**src/rtl/gncm_pkg.sv**
```systemverilog
// Shared types, constants and the control store for the grid neighbourhood block.
// No dependencies; used by every module under rtl/.
`default_nettype none

package gncm_pkg;

  // Port widths fixed by the interface
  localparam int ROW_W  = 6;
  localparam int VAL_W  = 16;
  localparam int CNT_W  = 4;
  localparam int CFG_W  = 7;
  localparam int APB_DW = 32;
  localparam int APB_AW = 3;

  localparam int DEF_MAX_ROWS   = 64;
  localparam int DEF_MAX_COLS   = 64;
  localparam int DEF_VALUE_BITS = 16;

  localparam logic [CFG_W-1:0] ROWS_RESET = 7'd64;
  localparam logic [CFG_W-1:0] COLS_RESET = 7'd64;

  // Register word index (paddr[2])
  localparam logic REG_ROWS = 1'b0;
  localparam logic REG_COLS = 1'b1;

  localparam logic ACT_WRITE = 1'b0;
  localparam logic ACT_QUERY = 1'b1;

  // Control store steps
  localparam int STEP_W = 4;
  localparam logic [STEP_W-1:0] ST_IDLE = 4'd0;
  localparam logic [STEP_W-1:0] ST_N0   = 4'd1;
  localparam logic [STEP_W-1:0] ST_N1   = 4'd2;
  localparam logic [STEP_W-1:0] ST_N2   = 4'd3;
  localparam logic [STEP_W-1:0] ST_N3   = 4'd4;
  localparam logic [STEP_W-1:0] ST_N4   = 4'd5;
  localparam logic [STEP_W-1:0] ST_N5   = 4'd6;
  localparam logic [STEP_W-1:0] ST_N6   = 4'd7;
  localparam logic [STEP_W-1:0] ST_N7   = 4'd8;
  localparam logic [STEP_W-1:0] ST_N8   = 4'd9;
  localparam logic [STEP_W-1:0] ST_TAIL = 4'd10;
  localparam logic [STEP_W-1:0] ST_EMIT = 4'd11;

  typedef enum logic [1:0] {
    D_NEG,
    D_ZERO,
    D_POS
  } delta_e;

  // Sequencing: fall through, wait for a query beat, branch on bad cell, wait for output slot
  typedef enum logic [1:0] {
    C_SEQ,
    C_TAKE,
    C_BAD,
    C_EMIT
  } cond_e;

  typedef struct packed {
    cond_e             cond;
    logic [STEP_W-1:0] target;
    logic              take;
    logic              clr;
    logic              chk;
    logic              rd;
    logic              acc;
    logic              emit;
    delta_e            dr;
    delta_e            dc;
  } ctrl_t;

  typedef struct packed {
    logic bad;
    logic out_free;
  } stat_t;

  typedef struct packed {
    logic [CFG_W-1:0] rows;
    logic [CFG_W-1:0] cols;
  } cfg_t;

  // Row/col plus offset; wrap below zero lands on 127, which is never inside the grid
  function automatic logic [CFG_W-1:0] delta_add(input logic [CFG_W-1:0] base,
                                                 input delta_e d);
    logic [CFG_W-1:0] res;
    unique case (d)
      D_NEG:   res = base - 7'd1;
      D_POS:   res = base + 7'd1;
      default: res = base;
    endcase
    return res;
  endfunction

  function automatic ctrl_t nb_word(input delta_e dr, input delta_e dc, input logic first);
    ctrl_t w;
    w = '{cond: (first ? C_BAD : C_SEQ), target: ST_EMIT, take: 1'b0, clr: first,
          chk: first, rd: 1'b1, acc: !first, emit: 1'b0, dr: dr, dc: dc};
    return w;
  endfunction

  function automatic ctrl_t ucode(input logic [STEP_W-1:0] s);
    ctrl_t w;
    unique case (s)
      ST_IDLE: w = '{cond: C_TAKE, target: ST_N0, take: 1'b1, clr: 1'b0, chk: 1'b0,
                     rd: 1'b0, acc: 1'b0, emit: 1'b0, dr: D_ZERO, dc: D_ZERO};
      ST_N0:   w = nb_word(D_NEG,  D_NEG,  1'b1);
      ST_N1:   w = nb_word(D_NEG,  D_ZERO, 1'b0);
      ST_N2:   w = nb_word(D_NEG,  D_POS,  1'b0);
      ST_N3:   w = nb_word(D_ZERO, D_NEG,  1'b0);
      ST_N4:   w = nb_word(D_ZERO, D_ZERO, 1'b0);
      ST_N5:   w = nb_word(D_ZERO, D_POS,  1'b0);
      ST_N6:   w = nb_word(D_POS,  D_NEG,  1'b0);
      ST_N7:   w = nb_word(D_POS,  D_ZERO, 1'b0);
      ST_N8:   w = nb_word(D_POS,  D_POS,  1'b0);
      ST_TAIL: w = '{cond: C_SEQ, target: ST_EMIT, take: 1'b0, clr: 1'b0, chk: 1'b0,
                     rd: 1'b0, acc: 1'b1, emit: 1'b0, dr: D_ZERO, dc: D_ZERO};
      ST_EMIT: w = '{cond: C_EMIT, target: ST_IDLE, take: 1'b0, clr: 1'b0, chk: 1'b0,
                     rd: 1'b0, acc: 1'b0, emit: 1'b1, dr: D_ZERO, dc: D_ZERO};
      default: w = '{cond: C_EMIT, target: ST_IDLE, take: 1'b0, clr: 1'b0, chk: 1'b0,
                     rd: 1'b0, acc: 1'b0, emit: 1'b0, dr: D_ZERO, dc: D_ZERO};
    endcase
    return w;
  endfunction

endpackage

`default_nettype wire

```
**src/rtl/gncm_cfg.sv**
```systemverilog
// APB register file: rows_in_use and cols_in_use.
// Depends on gncm_pkg.
`default_nettype none

module gncm_cfg
  import gncm_pkg::*;
(
  input  wire logic              clk_i,
  input  wire logic              rst_ni,
  input  wire logic              psel,
  input  wire logic              penable,
  input  wire logic              pwrite,
  input  wire logic [APB_AW-1:0] paddr,
  input  wire logic [APB_DW-1:0] pwdata,
  output logic      [APB_DW-1:0] prdata,
  output logic                   pready,
  output cfg_t                   cfg_o
);

  logic [CFG_W-1:0] rows_q, rows_d;
  logic [CFG_W-1:0] cols_q, cols_d;
  logic             wr;

  assign pready = 1'b1;
  assign wr     = psel & penable & pwrite;

  always_comb begin
    rows_d = rows_q;
    cols_d = cols_q;
    if (wr) begin
      unique case (paddr[2])
        REG_ROWS: rows_d = pwdata[CFG_W-1:0];
        REG_COLS: cols_d = pwdata[CFG_W-1:0];
        default:  rows_d = rows_q;
      endcase
    end
  end

  always_ff @(posedge clk_i or negedge rst_ni) begin
    if (!rst_ni) begin
      rows_q <= ROWS_RESET;
      cols_q <= COLS_RESET;
    end else begin
      rows_q <= rows_d;
      cols_q <= cols_d;
    end
  end

  assign prdata     = (paddr[2] == REG_COLS) ? APB_DW'(cols_q) : APB_DW'(rows_q);
  assign cfg_o.rows = rows_q;
  assign cfg_o.cols = cols_q;

endmodule

`default_nettype wire

```
**config.mk**
```make
export PLATFORM = sky130hd
export DESIGN_NAME = gncm_cfg
export DESIGN_NICKNAME = d
export VERILOG_FILES = /design/src/rtl/gncm_pkg.sv /design/src/rtl/gncm_cfg.sv
export SDC_FILE = /design/constraint.sdc
export NUM_CORES = 1
export LEC_CHECK = 0
export ABC_AREA = 1
export ABC_CLOCK_PERIOD_IN_PS = 1000
export BUFFER_PORTS_ARGS = -buffer_cell sky130_fd_sc_hd__buf_2
export CAP_MARGIN = 20
export CELL_PAD_IN_SITES_DETAIL_PLACEMENT = 2
export CELL_PAD_IN_SITES_GLOBAL_PLACEMENT = 2
export CORE_UTILIZATION = 16
export CTS_BUF_LIST = sky130_fd_sc_hd__clkbuf_16
export DETAILED_ROUTE_END_ITERATION = 10
export PLACE_DENSITY = 0.84
export SYNTH_ARGS = -nofsm -noshare
export SYNTH_HDL_FRONTEND = slang
export SYNTH_SLANG_ARGS = --single-unit
```
**constraint.sdc**
```tcl
create_clock -name clk_i -period 1 [get_ports clk_i]
set_clock_uncertainty 0.1 [all_clocks]
set_input_delay 0.15 -clock clk_i [delete_from_list [all_inputs] [get_ports clk_i]]
set_output_delay 0.15 -clock clk_i [all_outputs]
set_load 0.01 [all_outputs]
```
### Word level (Yosys, flattened, before mapping)

Index checks and enable logic that the tools add are counted.

| cells by class | value |
|---|---|
| mux-type cells | 1 |
| bitwise operators | 3 |
| reduce and logical (&&, ||, !) cells | 2 |

Operators by type and width:

| operator | number |
|---|---|
| $mux 7 | 1 |
| $reduce_and 2->1 | 2 |
| $and 1x1->1 | 2 |
| $not 1->1 | 1 |

| word-level totals | value |
|---|---|
| flip-flop bits (word level) | 14 |
| input bits | 40 |
| output and inout bits | 47 |
| logic and storage cells | 8 |

### Depth between registers and ports, before layout

| depth | value |
|---|---|
| depth after elaboration | 3 |
| depth in mapped cells | 5 |
| mapped depth without buffers | 4 |

### Worst setup path after synthesis

OpenSTA, ideal clock, no wires.

| timing | value |
|---|---|
| kind | input port to output port |
| start point | input paddr[2] |
| end point | output prdata[0] |
| arrival time | 703 ps |
| required time | 750 ps |
| setup slack | 47 ps |
| stages on the path | 5 |
| path buffers | 2 |
| cell sequence | buf_2 inv_2 buf_2 nand2_1 nand2_1 |

| between the ends | value |
|---|---|
| word-level cells in the longest chain between the ends | 1 |

RTL lines:

| item | line | text |
|---|---|---|
| from (decl) | gncm_cfg.sv:13 | `input wire logic [APB_AW-1:0] paddr,` |
| $mux 7 | gncm_cfg.sv:49 | `assign prdata = (paddr[2] == REG_COLS) ? APB_DW'(cols_q) : APB_DW'(rows_q);` |
| to (decl) | gncm_cfg.sv:15 | `output logic [APB_DW-1:0] prdata,` |

Every way passes these cells.

### Final worst setup path

| timing | value |
|---|---|
| start point | register rows_q[6] |
| end point | output prdata[6] |

| between the ends | value |
|---|---|
| word-level cells in the longest chain between the ends | 1 |

RTL lines:

| item | line | text |
|---|---|---|
| from (decl) | gncm_cfg.sv:20 | `logic [CFG_W-1:0] rows_q, rows_d;` |
| from (signal assigned) | gncm_cfg.sv:44 | `rows_q <= rows_d;` |
| $mux 7 | gncm_cfg.sv:49 |  |

Every way passes these cells.

==> results.tsv <==
stage	metric	value	unit
status	outcome	finished, violations left	
status	violations	setup timing	
yosys	synthAdderAreaFrac	0	
detailed_routing	drc_errors	0	
worst_setup_path	worstPathArrival	1020	ps
worst_setup_path	critPathBufInv	1	
floorplan	fp.dieW	75.9	um
worst_setup_path	crit_top_cell	nand2_1	
worst_setup_path	rr_startpoint	cols_q[6]$_DFFE_PN1P_	
yosys	synthXorXnorAreaFrac	0	
timing	period_minus_slack	1270	ps
layout	diodes	0	
global_routing	track_usage	0.0940	
timing	rsz0062_at_grt	true	
detailed_routing	num_vias	838	
yosys	synth_compound_area_frac	0	
yosys	yosysTopAreaCell	dfrtp_1	
min_path	hp-start	pwdata[6]	
worst_setup_path	r2r-end	cols_q[6]$_DFFE_PN1P_	
floorplan	dieHeight	75.9	um
global_routing	grt_overflow_total	0	
timing	setup_slack	-267	ps
yosys	ys_warn_count	0	
worst_setup_path	crit_path_start_kind	register	
timing	setup_viol	21	
floorplan	core	5170	um^2
detailed_routing	met1_length	1160	um
run	maxCapViolCount	0	
placed_design	gp_congestion	0.699	
min_path	whs_path_depth	3	
yosys	synth-seq-cells	14	
layout	layout-drive-gt1-share	0.362	
yosys	synth_mux_area_frac	0	
floorplan	io-pin-count	87	
pwr	switchingPower	698	uW
min_path	hold_path.class	in2reg	
floorplan	dieArea	5760	um^2
detailed_routing	dr.max_layer_used	met4	
global_routing	grt_pass1_wl	3920	um
floorplan	rows	26	
timing	drv_slew	0	
global_routing	grt_antenna_before_repair	0	
worst_setup_path	cp_max_fo	3	
yosys	avgSynthCellArea	7.59	um^2
placed_design	post-place-ws	-30.8	ps
detailed_routing	wl_per_cell	11.6	um
worst_setup_path	r2r_slack	30	ps
global_routing	grt_pass1_vias	825	
yosys	synthSimpleGateAreaFrac	0.330	
pwr	pwr-share-comb	0.323	
worst_setup_path	crit_path_end_kind	output port	
detailed_routing	ant_nets	0	
clocking	clockRootBuffer	clkbuf_16	
yosys	synth_top_family_by_area	simple AND/OR/NAND/NOR gates	
layout	finalNonFillerCells	233	
detailed_routing	dr.pass1.iters	2	
clocking	clk_pin_slew_worst_paths	50	ps
yosys	syn-cell-area	873	um^2
detailed_routing	drt_iter0_drc	9	
detailed_routing	met2_length	1370	um
worst_setup_path	max_stage_delay	540	ps
global_routing	grt_start_max_net_pins	15	
yosys	netlist_instances	115	
detailed_routing	wl	2710	um
placed_design	place_inst	218	
pwr	ir_drop	0.510	mV
detailed_routing	wl_met3	130	um
pwr	p_int	1580	uW
yosys	synth_top_area_share	0.344	
timing	min_period_over_period	1.27	
worst_setup_path	worstPathCellList	nand2_1 > nand2_1 > buf_2	
placed_design	port-buffer-count	33	
layout	layout.nets	204	
pwr	switching_share	0.307	
pwr	p_leak	0.000735	uW
worst_setup_path	worst_path_max_delay_cell	dfstp_2	
worst_setup_path	critPathRequiredTime	750	ps
detailed_routing	vias_per_cell	3.60	
pwr	seqPwrFrac	0.340	
clocking	cts.sinks	14	
placed_design	place_hpwl	2010	um
layout	syn2layout_area_growth	46.6	%
pwr	pwr-share-clk	0.337	
clocking	insertion_delay	240	ps
clocking	cts_buffers	3	
timing	finalSetupTns	-1810	ps
worst_setup_path	cp_top_family	flip-flops	
min_path	min_to	cols_q[6]$_DFFE_PN1P_	
yosys	synthTopCellsByArea	dfrtp_1 (34%), buf_4 (23%), nand2_1 (21%)	
pwr	power_density	1780	nW/um^2
timing	finalHoldViolations	0	
yosys	seq_area_frac_synth	0.404	
timing	fmax	789	MHz
clocking	cts_tree	built	
worst_setup_path	crit_type	reg2out	
worst_setup_path	reg2reg_depth	4	
yosys	ys_types	11	
pwr	power	2280	uW
clocking	clock_path_buffers	2	
clocking	cts_max_level	1	
floorplan	start_util	0.169	
[cells by family (layout without fill, tap and decap cells)]
logic type	after synthesis	count (layout)
buffers and inverters	32	56
flip-flops	14	14
AND/OR/NAND/NOR	67	67
other	2	26
[worst max-delay path by stage]
stage | end | cells after the start | start
floorplan | prdata[0] | 5 | paddr[2]
global route | prdata[6] | 3 | cols_q[6]$_DFFE_PN1P_
CTS | prdata[6] | 3 | rows_q[6]$_DFFE_PN1P_
finish | prdata[6] | 3 | rows_q[6]$_DFFE_PN1P_
global placement | prdata[3] | 6 | paddr[2]
detailed placement | prdata[6] | 3 | cols_q[6]$_DFFE_PN1P_
[tightest hold or removal path, cell delays in order]
cell and delay [ps]:
buf_2 110, nand3_1 70, nand2_1 40
[cell type report]
class	count	area, um^2
clock buffer	3	75.1
inverter	2	7.51
fill	623	3890
timing repair buffer	50	365
clock inverter	1	3.75
multi-input combinational	93	388
tap	70	87.6
sequential	14	353
[per-stage QoR]
| stage | area [um^2] | util | hold WS [ps] |
|---|---|---|---|
| global route | 1280 | 0.247 | 57.3 |
| floorplan | 963 | - | -246 |
| detailed placement | 1070 | 0.207 | -24.9 |
| global placement | 1070 | 0.207 | -32.4 |
| finish | 1280 | 0.247 | 42.6 |
| CTS | 1210 | 0.234 | 46.5 |
[cell usage after synthesis]
cell type  number
dfstp_2         2
nand4_2         1
nand2_1        50
nor2_4          1
buf_2           3
dfrtp_1        12
nand3_1        14
buf_4          27
nand4_1         1
conb_1          2
inv_2           2
[power groups by stage]
stage	Clock, uW	Combinational [uW]	Sequential [uW]
3_5_place_dp	0	559	780
3_3_place_gp	0	535	773
6_report	767	736	775
4_1_cts	786	642	770
2_1_floorplan	0	307	819
5_1_grt	807	823	788
[sequential cells by signal, indices dropped and copies added, names as in the netlist]
register and cells:
cols_q 7, rows_q 7
[cells in the final DEF, fill, tap and decap left out, types with 2 or more instances in the layout]
cell type	n
buf_12	2
buf_2	27
buf_4	12
buf_6	8
clkbuf_16	3
conb_1	26
dfrtp_1	12
dfstp_2	2
inv_2	2
nand2_1	49
nand3_1	14
[metal layers]
layer  vias to the layer above  global-route usage
li1                        400                   -
met1                       399               0.115
met2                        35               0.163
met5                         -                   0
met3                         4              0.0159
met4                         0              0.0370
[timing repair]
| action | CTS | global route |
|---|---|---|
| endpoints found under the hold margin | 14 | 0 |
| gates resized for setup | 3 | 6 |
| setup endpoints to repair | 21 | 22 |
| buffers inserted | 5 | 6 |
| hold buffers | 1 | 0 |
| pin swaps | 12 | 3 |
(Power assumes the default switching activity.)
