File: src/rtl/gncm_pkg.sv
// Shared types, constants and the control store for the grid neighbourhood block.
// No dependencies; used by every module under rtl/.
`default_nettype none

package gncm_pkg;

  // Port widths fixed by the interface
  localparam int ROW_W  = 6;
  localparam int VAL_W  = 16;
  localparam int CNT_W  = 4;
  localparam int CFG_W  = 7;
  localparam int APB_DW = 32;
  localparam int APB_AW = 3;

  localparam int DEF_MAX_ROWS   = 64;
  localparam int DEF_MAX_COLS   = 64;
  localparam int DEF_VALUE_BITS = 16;

  localparam logic [CFG_W-1:0] ROWS_RESET = 7'd64;
  localparam logic [CFG_W-1:0] COLS_RESET = 7'd64;

  // Register word index (paddr[2])
  localparam logic REG_ROWS = 1'b0;
  localparam logic REG_COLS = 1'b1;

  localparam logic ACT_WRITE = 1'b0;
  localparam logic ACT_QUERY = 1'b1;

  // Control store steps
  localparam int STEP_W = 4;
  localparam logic [STEP_W-1:0] ST_IDLE = 4'd0;
  localparam logic [STEP_W-1:0] ST_N0   = 4'd1;
  localparam logic [STEP_W-1:0] ST_N1   = 4'd2;
  localparam logic [STEP_W-1:0] ST_N2   = 4'd3;
  localparam logic [STEP_W-1:0] ST_N3   = 4'd4;
  localparam logic [STEP_W-1:0] ST_N4   = 4'd5;
  localparam logic [STEP_W-1:0] ST_N5   = 4'd6;
  localparam logic [STEP_W-1:0] ST_N6   = 4'd7;
  localparam logic [STEP_W-1:0] ST_N7   = 4'd8;
  localparam logic [STEP_W-1:0] ST_N8   = 4'd9;
  localparam logic [STEP_W-1:0] ST_TAIL = 4'd10;
  localparam logic [STEP_W-1:0] ST_EMIT = 4'd11;

  typedef enum logic [1:0] {
    D_NEG,
    D_ZERO,
    D_POS
  } delta_e;

  // Sequencing: fall through, wait for a query beat, branch on bad cell, wait for output slot
  typedef enum logic [1:0] {
    C_SEQ,
    C_TAKE,
    C_BAD,
    C_EMIT
  } cond_e;

  typedef struct packed {
    cond_e             cond;
    logic [STEP_W-1:0] target;
    logic              take;
    logic              clr;
    logic              chk;
    logic              rd;
    logic              acc;
    logic              emit;
    delta_e            dr;
    delta_e            dc;
  } ctrl_t;

  typedef struct packed {
    logic bad;
    logic out_free;
  } stat_t;

  typedef struct packed {
    logic [CFG_W-1:0] rows;
    logic [CFG_W-1:0] cols;
  } cfg_t;

  // Row/col plus offset; wrap below zero lands on 127, which is never inside the grid
  function automatic logic [CFG_W-1:0] delta_add(input logic [CFG_W-1:0] base,
                                                 input delta_e d);
    logic [CFG_W-1:0] res;
    unique case (d)
      D_NEG:   res = base - 7'd1;
      D_POS:   res = base + 7'd1;
      default: res = base;
    endcase
    return res;
  endfunction

  function automatic ctrl_t nb_word(input delta_e dr, input delta_e dc, input logic first);
    ctrl_t w;
    w = '{cond: (first ? C_BAD : C_SEQ), target: ST_EMIT, take: 1'b0, clr: first,
          chk: first, rd: 1'b1, acc: !first, emit: 1'b0, dr: dr, dc: dc};
    return w;
  endfunction

  function automatic ctrl_t ucode(input logic [STEP_W-1:0] s);
    ctrl_t w;
    unique case (s)
      ST_IDLE: w = '{cond: C_TAKE, target: ST_N0, take: 1'b1, clr: 1'b0, chk: 1'b0,
                     rd: 1'b0, acc: 1'b0, emit: 1'b0, dr: D_ZERO, dc: D_ZERO};
      ST_N0:   w = nb_word(D_NEG,  D_NEG,  1'b1);
      ST_N1:   w = nb_word(D_NEG,  D_ZERO, 1'b0);
      ST_N2:   w = nb_word(D_NEG,  D_POS,  1'b0);
      ST_N3:   w = nb_word(D_ZERO, D_NEG,  1'b0);
      ST_N4:   w = nb_word(D_ZERO, D_ZERO, 1'b0);
      ST_N5:   w = nb_word(D_ZERO, D_POS,  1'b0);
      ST_N6:   w = nb_word(D_POS,  D_NEG,  1'b0);
      ST_N7:   w = nb_word(D_POS,  D_ZERO, 1'b0);
      ST_N8:   w = nb_word(D_POS,  D_POS,  1'b0);
      ST_TAIL: w = '{cond: C_SEQ, target: ST_EMIT, take: 1'b0, clr: 1'b0, chk: 1'b0,
                     rd: 1'b0, acc: 1'b1, emit: 1'b0, dr: D_ZERO, dc: D_ZERO};
      ST_EMIT: w = '{cond: C_EMIT, target: ST_IDLE, take: 1'b0, clr: 1'b0, chk: 1'b0,
                     rd: 1'b0, acc: 1'b0, emit: 1'b1, dr: D_ZERO, dc: D_ZERO};
      default: w = '{cond: C_EMIT, target: ST_IDLE, take: 1'b0, clr: 1'b0, chk: 1'b0,
                     rd: 1'b0, acc: 1'b0, emit: 1'b0, dr: D_ZERO, dc: D_ZERO};
    endcase
    return w;
  endfunction

endpackage

`default_nettype wire

File: src/rtl/gncm_seq.sv
// Microcode sequencer: step counter, control store lookup and conditional jumps.
// Depends on gncm_pkg (ucode table, ctrl_t, stat_t).
`default_nettype none

module gncm_seq
  import gncm_pkg::*;
(
  input  wire logic  clk_i,
  input  wire logic  rst_ni,
  input  wire logic  in_valid_i,
  input  wire logic  in_action_i,
  input  wire stat_t sts_i,
  output ctrl_t      ctrl_o
);

  logic [STEP_W-1:0] step_q, step_d;
  ctrl_t             ctrl;

  assign ctrl   = ucode(step_q);
  assign ctrl_o = ctrl;

  always_comb begin
    unique case (ctrl.cond)
      C_SEQ:   step_d = step_q + 4'd1;
      C_TAKE:  step_d = (in_valid_i && in_action_i == ACT_QUERY) ? ctrl.target : step_q;
      C_BAD:   step_d = sts_i.bad ? ctrl.target : step_q + 4'd1;
      C_EMIT:  step_d = sts_i.out_free ? ctrl.target : step_q;
      default: step_d = ST_IDLE;
    endcase
  end

  always_ff @(posedge clk_i or negedge rst_ni) begin
    if (!rst_ni) begin
      step_q <= ST_IDLE;
    end else begin
      step_q <= step_d;
    end
  end

endmodule

`default_nettype wire

File: config.mk
export PLATFORM = sky130hd
export DESIGN_NAME = gncm_seq
export DESIGN_NICKNAME = d
export VERILOG_FILES = /design/src/rtl/gncm_pkg.sv /design/src/rtl/gncm_seq.sv
export SDC_FILE = /design/constraint.sdc
export NUM_CORES = 1
export LEC_CHECK = 0
export ABC_AREA = 0
export BUFFER_PORTS_ARGS = -buffer_cell sky130_fd_sc_hd__buf_2
export CORE_AREA = 10 10 47 49
export CTS_CLUSTER_SIZE = 30
export DETAILED_ROUTE_END_ITERATION = 10
export DIE_AREA = 0 0 57 59
export GPL_TIMING_DRIVEN = 0
export PLACE_DENSITY = 0.73
export SYNTH_ARGS = -nofsm -noshare
export SYNTH_HDL_FRONTEND = slang
export SYNTH_SLANG_ARGS = --single-unit
File: constraint.sdc
create_clock -name clk_i -period 2.76 [get_ports clk_i]
set_input_delay 0.828 -clock clk_i [delete_from_list [all_inputs] [get_ports clk_i]]
set_output_delay 0.828 -clock clk_i [all_outputs]
set_load 0.05 [all_outputs]
; ---- Word-level counts from Yosys, hierarchy flattened
; Memories as Yosys holds them, arrays and structs flattened.
; Cells that the tools add are included.
; Widths: inputs -> output; s select.
[word_totals]
register_bits = 4
inputBits = 6
rom_bits = 240
wordCells = 15
n_memories = 1
[op_classes]
reduce_logical = 3
eq_ne = 5
mux = 4
addsub = 1
[mem_list]
columns = name, words, word_bits, read_ports, rd_clocked_by_memory_dff, wr, line_no
row1 = (no name shown), 16, 15, 1, 0, 0, gncm_pkg.sv:102  ; unique case (s)
[ops]
columns = operator, n
row1 = $pmux 4 s4, 1
row2 = $mux 4, 3
row3 = $add 4x1->4 const B, 1
row4 = $eq 2x2->1 const B, 2
row5 = $ne 2x2->1 const B, 2
row6 = $eq 2x1->1 const B, 1
row7 = $logic_not 2->1, 1
row8 = $reduce_and 2->1, 1
row9 = $logic_and 1x1->1, 1

; ---- Depth between registers and ports, before layout
; Gate-level depths: netlist of the first run.
; An unclocked memory read counts as a cell.
[logic_depth]
depth_word = 4
depth_mapped = 8
mapped_depth_nobuf = 8

; ---- Worst setup path before layout of the first run
; OpenSTA, ideal clock, no wires.
[synth_timing]
kind = reg-to-output
startpoint = register step_q[0]
endpoint = output port ctrl_o[2] (netlist bit)
path_stages_with_launch = 6
n_path_buf = 0
slack_ns = -0.643
arrival_ns = 2.575
t_required_ns = 1.932
cell_sequence = dfrtp_1 -> inv_1 -> ha_1 -> nor3b_4 -> a21oi_1 -> o21ai_0
[synth_rtl]
columns = element, line_no
row1 = "start, declared", gncm_seq.sv:16  ; logic [STEP_W-1:0] step_q, step_d;
row2 = "start signal, assigned", gncm_seq.sv:36  ; step_q <= step_d;
row3 = "end, declared", gncm_seq.sv:13  ; output ctrl_t ctrl_o

==> results, run 1 <==
- The library cell used most frequently in the layout, excluding fill and tap cells, is sky130_fd_sc_hd__buf_2.
- The share of the Yosys chip area taken by registers is 0.1695.
- After synthesis, the share of flip-flops with an asynchronous set or reset is 1.000.
- Summed over all layers, the global routing overflow is 0.
- For this block, the via count after detailed routing is just over 500.
- The highest attainable clock frequency is ~370 MHz.
- The number of violations reported at the end of detailed-routing iteration 0 is 2.
- In the layout the commonest cells are sky130_fd_sc_hd__buf_2, sky130_fd_sc_hd__ha_1, sky130_fd_sc_hd__inv_1, sky130_fd_sc_hd__nand2_1, sky130_fd_sc_hd__o21ai_0.
- By area the synthesized netlist is led by sky130_fd_sc_hd__ha_1, sky130_fd_sc_hd__dfrtp_1, sky130_fd_sc_hd__nor3b_4, sky130_fd_sc_hd__o21ai_0, sky130_fd_sc_hd__mux2i_1.
- The flip-flop count of the largest register, all copies and words added is 4.
- A synthesized cell averages between 8 and 9 µm².
- In this run the deepest clock path goes through 2 buffers.
- Synthesis handed over a netlist of 67 instances.
- The first-pass iteration count of the detailed router is 3.
- The residual antenna-violating net count after detailed routing is 0.
- The first global-routing pass estimated ~2200 µm of wire.
- Dividing the detail-routed wire length by the instance count gives around 12 µm.
- The worst reg-to-reg setup slack is 810 ps.
- Of the available clock period, the critical path in the final layout requires 0.9670.
- Of the cells placed in the final design, the portion with a size suffix greater than 1 is 0.4889.
- The overall fraction of global-route tracks in use is 0.07592.
- The sort of element at the start of the critical path is a flop.
- The initial antenna violation count is 0.
- The library cell appearing most often on the critical path is sky130_fd_sc_hd__buf_4.
- The number of global-route vias before repair came to 504.
- The initialized floorplan defines 14 standard-cell rows.
- The number of synthesized flops with an enable pin is 0.
- The last weighted congestion value of the routability-driven placer is roughly 0.78.
- In the routed layout, each cell is associated on average with a via count of approximately 4.9.
- CTS placed an instance of sky130_fd_sc_hd__clkbuf_4 at the clock tree root.
- The total wire length is approximately 1300 µm.
- Summed over all nets, the half-perimeter wirelength after detailed placement is roughly 1100 µm.
- The Yosys step of the flow raised 0 warnings.
- The mapped cell area is 590.6 µm².
- For the worst setup path, the data required time is slightly below 2000 ps.
- TritonCTS built the clock tree.
- Fill cells in the final layout number 148.
- The initial utilization of the core area, before any placement, comes to 0.4214.
- Of the post-synthesis cell area, the dominant cell type holds 0.2119.
- The total DRC errors in the routed layout is 0.
- The final number of hold-violating endpoints is 0.
- The setup skew after layout is around 1.5 ps.
- From left edge to right edge, the die measures roughly 57 µm.
- The worst setup path is captured at an output port.
- The shortest period the worst path allows is about 2700 ps.
- The post-synthesis cell type count is 28.
- 0 antenna diodes ended up in the layout.
- The final layout net count is around 110.
- The clock transition at the registers of the reported paths is approximately 40 ps.
- The later pin in the worst-skew pair is clocked with a latency of about 230 ps.
- The number of pins exceeding their max-slew limit in the final report was 0.
- The number of synthesized register bits is 4.
- The placeable core area is 1401 µm².
- From synthesis to final layout, the design area changed by 27.54%.
- Across the whole layout, storage elements account for between 100 and 150 µm².
- The clock buffer count from CTS is 3.
- The area occupied by multi-input gates is between 400 and 500 µm².
- The die outline area is between 3000 and 4000 µm².
- Traced cell by cell, the critical path runs through ha_2 > inv_1 > ha_1 > nor2b_2 > or2_4 > inv_6 > buf_4 > buf_4.
- The library cell occupying the most area in the post-synthesis netlist is sky130_fd_sc_hd__ha_1.
- Setup violations remaining at the end of the flow were counted as 0.
- The run finished with clean final reports.
- The synthesized netlist net count is 83.
- The largest net degree at the start of global routing is 11.
- The die is 59 µm tall.
- The count of port buffers added during placement is 20.
- The max-capacitance violation count is 0.
- On the worst path, the slowest cell contributes a delay of approximately 430 ps.
- Counting every sink on the clock net gives 4.
- The maximum fanout along the worst path is 5.
- The number of primary I/O pins is 22.
- In the final layout, the registers with the most flip-flops are step_q: 4 flops.
- The CTS H-tree depth is 1.
- The path type of the worst min-delay path is in -> async.
- The most common flop cell mapped by yosys is sky130_fd_sc_hd__dfrtp_1.
- The slowest stage cell on the critical path is sky130_fd_sc_hd__dfrtp_2.
- The register with the most flip-flops in the final layout is step_q.
- For the worst setup path, the data arrival time is around 1800 ps.
- The kind of critical path is reg -> out.
- The worst hold-check slack is approximately 400 ps.
## critical path: cells and delay by family, from the launching register on
| kind | cells | cell delay, ps |
|---|---|---|
| AND/OR/NAND/NOR | 2 | 320 |
| buffers and inverters | 4 | 460 |
| adder cells (fa/ha/maj) | 2 | 410 |
| flip-flops | 1 | 430 |
## cell families after synthesis
logic type / after synthesis / synth area share
other: 1 / 0.006350
multiplexers: 3 / 0.05085
AND/OR/NAND/NOR: 18 / 0.2225
flip-flops: 4 / 0.1695
AO/OA/AOI/OAI: 16 / 0.1949
adder cells (fa/ha/maj): 10 / 0.2119
buffers and inverters: 15 / 0.1441
## layer usage
layer	wire length, µm	GRT usage	vias up
li1	-	-	267
met1	562	0.07923	240
met2	705	0.1442	9
met3	56	0.01502	0
met4	0	0.03020	0
met5	0	0	-
## metrics by stage
step           cells  setup TNS, ps    util  cell area [µm²]  setup slack (ps)
2_1_floorplan     67              0       -            600.6             18.74
3_3_place_gp     103              0  0.5143            720.7             218.6
3_5_place_dp     103              0  0.5143            720.7             214.4
4_1_cts          106              0  0.5339            748.2             6.242
5_1_grt          106         -10.56  0.5375            753.2            -10.56
6_report         106              0  0.5375            753.2             91.10
## cell usage after synthesis (all sizes together), types with 2 or more instances
cell type and instances:
ha 10, inv 9, o21ai 7, buf 5, nand2 5, dfrtp 4, mux2i 3, a21o 2
a21oi 2, nand3 2, nor2b 2, nor3 2, nor3b 2
## path summary, 6_finish.rpt
path                           start          to  cells after the start
max                        step_q[0]  ctrl_o[13]                      8
min                           rst_ni   step_q[2]                      1
max reg2reg                step_q[0]   step_q[0]                      7
min reg2reg                step_q[1]   step_q[1]                      1
max in group asynchronous     rst_ni   step_q[0]                      1
min in group clk_i         step_q[1]   step_q[1]                      1
## cell type report
class / instances / area share
plain buffers: 6 / 0.06478
clock buffers: 3 / 0.02990
inverters: 9 / 0.05150
multi-input cells: 48 / 0.5548
flip-flops and latches: 4 / 0.1362
well taps: 16 / 0.02658
repair buffers: 20 / 0.1362
## timing repair
| action | in CTS | in global routing |
|---|---|---|
| endpoints found under the setup margin | 1 | 4 |
| setup buffers | 0 | 0 |
| gates resized for setup | 2 | 3 |
| hold buffers | 0 | 0 |
Power of run 1 is not shown: default switching activity piles up to over one toggle a cycle in this logic, so the estimate is an artifact.
==> run 2: changes to the inputs <==
--- a/config.mk
+++ b/config.mk
@@ -8,7 +8,6 @@
 export ABC_AREA = 0
 export BUFFER_PORTS_ARGS = -buffer_cell sky130_fd_sc_hd__buf_2
 export CORE_AREA = 10 10 47 49
-export CTS_CLUSTER_SIZE = 30
 export DETAILED_ROUTE_END_ITERATION = 10
 export DIE_AREA = 0 0 57 59
 export GPL_TIMING_DRIVEN = 0
==> constraint.sdc (replaced) <==
create_clock -name clk_i -period 3 [get_ports clk_i]
set_input_delay 0.9 -clock clk_i [delete_from_list [all_inputs] [get_ports clk_i]]
set_output_delay 0.9 -clock clk_i [all_outputs]
set_load 0.05 [all_outputs]
==> run 2 against run 1 <==
Net effect:
- die area stayed put
- hold slack better by 71 ps
- cell count stayed put
- first-iteration DRC count grew to 2.5 times the previous value
- clock-buffer cell count stayed put
- sequential cell count stayed put
- setup slack better by 62 ps
- routed wire length hardly changed
==> results, run 2 (same netlist as run 1, synthesis figures left out) <==
- The most common cell after layout, fill and taps aside is sky130_fd_sc_hd__buf_2.
- The wire length per cell after detailed routing is 12.48 µm (about the same).
- The count of port buffers added during placement came to 20 (unchanged).
- Setup repair after global routing left no endpoint under its margin.
- The worst flop-to-flop path startpoint is step_q[0].
- The placeable core area is 1401 µm² (unchanged).
- The per-cell via count in the routed design is 4.925 (+1.2%).
- The initial standard-cell utilization of the core was 0.4214 (unchanged).
- The last weighted congestion value of the routability-driven placer is 0.7723 (-1.4%).
- The met3 track demand over resource is 0.01288 (-0.002146).
- The fraction of layout instances using a drive strength above 1 is 0.4222 (-0.06667).
- The die outline area is 3363 µm² (unchanged).
- In the layout the commonest cells are sky130_fd_sc_hd__buf_2, sky130_fd_sc_hd__ha_1, sky130_fd_sc_hd__inv_1, sky130_fd_sc_hd__o21ai_0, sky130_fd_sc_hd__nand2_1.
- The worst reg-to-reg setup slack came to 980 ps (+170 ps).
- The clock buffer count from CTS is 3 (unchanged).
- The area growth from synthesis to layout is 25.21%.
- The global routing stage identified its most utilized layer as met2.
- The final core area utilization is 0.5277 (-0.009821).
- The met1 layer usage reported by global route is 0.08144 (+0.002205).
- In this run the worst setup path begins at step_q[0].
- The residual antenna-violating net count after detailed routing is 0 (unchanged).
- The final number of hold-violating endpoints is 0 (unchanged).
- The max-capacitance violation count came to 0 (unchanged).
- The setup path with the least slack is of type reg -> out.
- The depth of the worst register-to-register path is 7 (unchanged).
- The instance area at placement came to 714.4 µm² (-0.87%).
- The leftover overflow at the end of global routing is 0 (unchanged).
- In this run the worst setup path terminates at ctrl_o[13].
- The largest registers in the layout are step_q: 4 flops.
- The antenna diode count is 0 (unchanged).
- The number of hold-repair buffers added at the cts stage was 0 (unchanged).
- The overall fraction of global-route tracks in use is 0.07802 (+0.002101).
- The first-pass iteration count of the detailed router is 4 (+1).
- The number of clock sinks came to 4 (unchanged).
- The kind of capture point of the worst setup path is an output port.
- STA classifies the critical path startpoint as a flop.
- The TritonCTS clock tree is yes.
- The CTS H-tree depth is 1 (unchanged).
- The final layout net count was 108 (unchanged).
- The final HPWL from detailed placement is 1149 µm (+2.4%).
- The flow ran to the end, and the final reports show no timing, DRC or antenna violations.
- The shortest period the worst path allows is 2847 ps.
- The arrival time at the worst endpoint came to 1950 ps (+110 ps).
- The critical path data required time was 2100 ps (+170 ps).
- The die width is 57 µm (unchanged).
- The aggregate negative setup slack is 0 ps (unchanged).
- The insertion delay of the later-clocked pin in the worst-skew pair is 230 ps (about the same).
- Dividing the final minimum period by the clock period gives 0.9489.
- The maximum root-to-sink buffer count came to 2 (unchanged).
- The number of global-route vias before repair is 493 (-2.2%).
- The clock transition at the registers of the reported paths was 30 ps (about the same).
- The total DRC errors in the routed layout is 0 (unchanged).
- The cell area after layout is 739.5 µm² (-1.8%).
- The via count came to 522 (+1.2%).
- The highest attainable clock frequency is approximately 350 MHz.
- The placement row count is 14 (unchanged).
- The endpoint identified for the worst register-to-register timing path is step_q[0].
- The path class of the tightest hold or removal check is in -> async.
- The flip-flop count of the largest register, all copies and words added came to 4 (unchanged).
- The number of pins exceeding their max-slew limit in the final report is 0 (unchanged).
- The largest net degree at the start of global routing is 11 (unchanged).
- In this run the clock root is driven by a sky130_fd_sc_hd__clkbuf_4.
- The final setup violation count was 0 (unchanged).
- The number of buffers inserted by post-CTS setup repair is 0 (unchanged).
- The maximum fanout along the worst path is 5 (unchanged).
- The setup skew after layout came to 1.520 ps (+0.06143 ps).
- The number of placed instances with taps included was 103 (unchanged).
- The total wire length is 1323 µm (about the same).
- The first-pass GRT wire length is 2235 µm (+1.9%).
- The routing usage on met2 came to 0.1504 (+0.006202).
- The die boundary height is 59 µm (unchanged).
- The number of primary I/O pins came to 22 (unchanged).
- The number of violations reported at the end of detailed-routing iteration 0 was 5 (+3).
- The register containing the most flip-flops in the final layout is step_q.
- The count of placed standard cells in the final layout, fillers left out was 106 (unchanged).
- The initial antenna violation count is 0 (unchanged).
-- run 2: changes by cell type in the layout (fill, tap and decap cells not counted), sizes merged --
cell | before | now
buf | 25 | 24
clkbuf | 4 | 5
-- run 2: worst min-delay path by stage --
stage / start / end / slack, ps / depth (start not counted)
final: rst_ni / step_q[0] / 470 / 1
after global routing: rst_ni / step_q[2] / 460 / 1
after CTS: rst_ni / step_q[2] / 460 / 1
after detailed placement: step_q[1] / step_q[1] / 570 / 1
after global placement: step_q[1] / step_q[1] / 560 / 1
after floorplan: step_q[1] / step_q[1] / 520 / 1
-- run 2: what timing repair did --
action	in CTS	in global routing
resized for setup	0	1
endpoints found under the setup margin	0	1
endpoints found under the hold margin	0	0
-- run 2: per-layer routing --
metal	wire [µm]	vias to the layer above
met5	0	-
met4	0	0
met3	56	0
met2	733	13
met1	533	246
li1	-	263
-- run 2: final cells by class --
class	instances	area [µm²]
multi-input combinational	48	409.1
timing repair buffer	20	102.6
buffer	6	48.80
tap	16	20.02
clock buffer	3	22.52
inverter	9	36.28
sequential	4	100.1
fill	138	661.9
-- run 2: critical path: stages (launching register included) --
cell                       delay (ps)
sky130_fd_sc_hd__dfrtp_1          420
sky130_fd_sc_hd__ha_1             270
sky130_fd_sc_hd__inv_1            110
sky130_fd_sc_hd__ha_1             180
sky130_fd_sc_hd__nor2b_1           70
sky130_fd_sc_hd__or2_4            280
sky130_fd_sc_hd__inv_4             80
sky130_fd_sc_hd__buf_4            100
sky130_fd_sc_hd__clkbuf_4         210
-- run 2: metrics by stage --
stage	hold WS (ps)	worst slack (ps)
2_1_floorplan	522.0	1.431
3_3_place_gp	562.2	376.5
3_5_place_dp	574.2	366.0
4_1_cts	459.1	117.1
5_1_grt	460.5	17.19
6_report	465.6	153.2
Power of run 2 is left out for the same reason.
